### config.mk
export PLATFORM = sky130hd
export DESIGN_NAME = lbp_cell
export DESIGN_NICKNAME = d
export VERILOG_FILES = /design/src/lbp_pkg.sv /design/src/lbp_cell.sv
export SDC_FILE = /design/constraint.sdc
export NUM_CORES = 1
export LEC_CHECK = 0
export BUFFER_PORTS_ARGS = -buffer_cell sky130_fd_sc_hd__buf_2
export CORE_ASPECT_RATIO = 2
export CORE_MARGIN = 2
export CORE_UTILIZATION = 30
export CTS_CLUSTER_SIZE = 16
export DETAILED_ROUTE_END_ITERATION = 10
export HOLD_SLACK_MARGIN = 0.06
export PLACE_DENSITY = 0.61
export SETUP_SLACK_MARGIN = 0.1
export SLEW_MARGIN = 20
export SYNTH_ARGS = -nofsm -noshare
export SYNTH_HDL_FRONTEND = slang
export SYNTH_SLANG_ARGS = --single-unit
### constraint.sdc
create_clock -name clock -period 4.7 [get_ports clock]
set_clock_uncertainty 0.2 [all_clocks]
set_input_delay 0.94 -clock clock [delete_from_list [all_inputs] [get_ports clock]]
set_output_delay 0.94 -clock clock [all_outputs]
set_load 0.005 [all_outputs]
### src/lbp_pkg.sv
// Shared constants and types for the local binary pattern window coder.
`timescale 1ns / 1ps

package lbp_pkg;

   // Pixel and configuration field widths.
   localparam int PIXEL_W      = 8;
   localparam int CFG_WIDTH_W  = 11;
   localparam int CFG_HEIGHT_W = 12;
   localparam int ROW_COUNT_W  = 12;

   // Configuration port geometry.
   localparam int CSR_DATA_W = 32;
   localparam int CSR_ADDR_W = 3;
   localparam int CSR_INDEX_BIT = 2;

   // Register reset values.
   localparam logic [CFG_WIDTH_W-1:0]  WIDTH_RESET  = 11'd64;
   localparam logic [CFG_HEIGHT_W-1:0] HEIGHT_RESET = 12'd64;

   // Result queue geometry; the depth is a power of two.
   localparam int FIFO_DEPTH = 4;
   localparam int FIFO_PTR_W = 2;

   // Register indexes of the configuration port.
   typedef enum logic {
      REG_IMAGE_WIDTH  = 1'b0,
      REG_IMAGE_HEIGHT = 1'b1
   } reg_index_type;

endpackage

### src/lbp_cell.sv
// One window column cell: holds a column of pixels and compares it to the centre.
`timescale 1ns / 1ps

module lbp_cell #(
   parameter int SIDE = 3
) (
   input  logic                              clock,
   input  logic                              shift_en,
   input  logic [SIDE*lbp_pkg::PIXEL_W-1:0] col_in,
   input  logic [lbp_pkg::PIXEL_W-1:0]      centre,
   output logic [SIDE*lbp_pkg::PIXEL_W-1:0] col_out,
   output logic [SIDE-1:0]                   gt_bits
);

   import lbp_pkg::*;

   logic [SIDE*PIXEL_W-1:0] col_ff;

   // Take the neighbor's column whenever the window moves one step.
   always_ff @(posedge clock) begin
      if (shift_en) begin
         col_ff <= col_in;
      end
   end

   // A bit is set where the pixel is strictly greater than the centre.
   always_comb begin
      for (int y = 0; y < SIDE; y++) begin
         gt_bits[y] = col_ff[y*PIXEL_W +: PIXEL_W] > centre;
      end
   end

   assign col_out = col_ff;

endmodule

==> results by group <==
Status
  • Status: finished clean

Timing
  • Unrepaired setup endpoints after global routing: false
  • Fmax: 313 MHz
  • Final Hold Vio Count: 0
  • Worst-margin pin slew: 0.516 ns
  • Setup TNS: 0 ns
  • Max-slew headroom: 65.6%
  • # setup viols final: 0
  • Fin crit share: 67.9%
  • Slew Limit Fails: 0
  • Period minus WS final: 3.19 ns

Logic synthesis
  • Cell area after synthesis: 0.00130 mm²
  • Mean post-synth cell area: 14.3 µm²
  • Synth cell types: 11
  • Synth Net Count: 149
  • Sequential fraction of the synthesis area: 55.5%
  • Mapped Cells: 91
  • Post-synth top area share: 55.5%
  • Flops & latches, synth: 24
  • YS warnings: 0
  • Area contributors post-synth: edfxtp_1 (55%), ha_1 (23%), a21oi_1 (3.5%)
  • Area leader, netlist: edfxtp_1

Floorplanning
  • DIE HEIGHT: 97.1 µm
  • FP Rows: 33
  • Starting density of the core: 31.5%
  • I/O pin count: 61
  • Core Footprint: 0.00413 mm²
  • Die width: 50.5 µm
  • Die ar.: 0.00490 mm²

Global route
  • Largest net degree at the start of global routing: 25
  • Total GRT Usage: 12.3%
  • Global-route wire length before repair: 4470 µm
  • GRT overflow: 0
  • Initial antenna violation count: 0
  • Number of global-route vias before repair: 1085

Layout
  • # diodes: 0
  • Final core utilization: 41.3%
  • Multi-input gate area in the final layout: 541 µm²
  • Register area: 721 µm²
  • Max FFs per register: 24
  • Fill cells: 419
  • Commonest non-fill, non-tap cell in the layout: buf_2
  • NumNets Final: 214
  • Share of layout cells above drive strength 1: 46.8%
  • P&R area growth vs syn: 31.3%
  • Finished Cell Area: 0.00171 mm²
  • Most frequent cells in the layout: buf_2 (60), ha_1 (24), edfxtp_1 (24)

Critical path
  • Worst Setup SP: centre[1]
  • Arr. time, crit path: 2.05 ns
  • Crit Path Category: in -> out
  • CP Capture Type: output port
  • Startpoint Class: input port
  • Crit-path max FO: 3
  • CP required: 3.56 ns

Routing
  • DR iter-0 viols: 9
  • Antenna-violating nets left: 0
  • Wire per inst: 13.9 µm
  • Post-route DRC: 0
  • DR vias: 952
  • Vias per cell: 4.62
  • Final wirelength: 2860 µm
  • TritonRoute pass-1 iters: 4

Clock tree
  • CTS tree: yes
  • CTS clk-pin slew, worst paths: 0.07 ns
  • CTS max path bufs: 2
  • Cts hold-fix bufs: 0
  • CTS Root Cell: clkbuf_8
  • Total CTS buffers: 3
  • Post-CTS Setup Repair Bufs: 0
  • Sink Count: 24
  • CTS H-tree lvls: 1
  • CTS-repair resized insts: 0

Min path
  • Hold Startpoint: col_in[14]
  • Type of the tightest min-delay check: in -> reg

Place
  • Final HPWL DP: 2470 µm
  • IO buf count: 60
  • RePlAce Congestion: 0.656
  • Post-DP Area: 0.00166 mm²

Job
  • Max cap viols: 0

Power and ir drop
  • Leak Pwr: 0.802 nW
  • Cell Pwr Density: 284 mW/mm²
  • Max VDD drop: 0.245 mV
==> worst paths after layout <==
path,end,slack [ns],depth (start not counted)
worst max-delay path,gt_bits[2],1.51,8
worst min-delay path,col_out[14]$_DFFE_PP_,0.65,1
==> through the flow <==
stage,std cells,hold slack [ns],worst slack (ns),power (W)
after floorplan,91,0.839,1.80,0.000324
final,206,0.648,1.51,0.000484
after detailed placement,203,0.918,1.49,0.000376
after global placement,203,0.916,1.51,0.000370
after CTS,206,0.644,1.48,0.000490
after global routing,206,0.638,1.43,0.000513
==> metal layers <==
metal  vias up  GRT usage, %  share of wire [%]
met3         5          2.00                6.6
met1       424          9.93                 31
met4         0          6.24                2.0
met5         -             0                  0
li1        478             -                  -
met2        45          25.4                 61
==> critical path: stages <==
cell and delay, ns:
buf_2 0.09, inv_1 0.12, ha_1 0.27, nor2b_4 0.13, o211ai_2 0.15, a21oi_2 0.07
o22a_1 0.16, buf_2 0.13
==> report_power, final <==
group          switching [W]  total, W  internal [W]
sequential        0.00000923  0.000264      0.000255
combinational      0.0000517  0.000105     0.0000534
clock              0.0000579  0.000115     0.0000572
==> Yosys cell counts <==
cell type,count
nor2b_4,3
nand2_1,3
a21oi_1,9
edfxtp_1,24
a21oi_2,3
o211ai_2,3
inv_1,10
ha_1,24
o22a_1,3
o21ai_0,3
nand4_1,6
==> cell families after synthesis <==
| group | after synthesis | synth area share [%] |
|---|---|---|
| AND/OR/NAND/NOR | 12 | 6.94 |
| flip-flops | 24 | 55.5 |
| buffers and inverters | 10 | 2.89 |
| AO/OA/AOI/OAI | 21 | 11.6 |
| adder cells (fa/ha/maj) | 24 | 23.1 |
==> final cells by class <==
type | count | area share [%]
Tap cell | 52 | 3.82
Timing Repair Buffer | 60 | 17.6
Multi-Input combinational cell | 57 | 31.7
Clock buffer | 3 | 2.42
Sequential cell | 24 | 42.3
Inverter | 10 | 2.20
(Power assumes the default switching activity.)
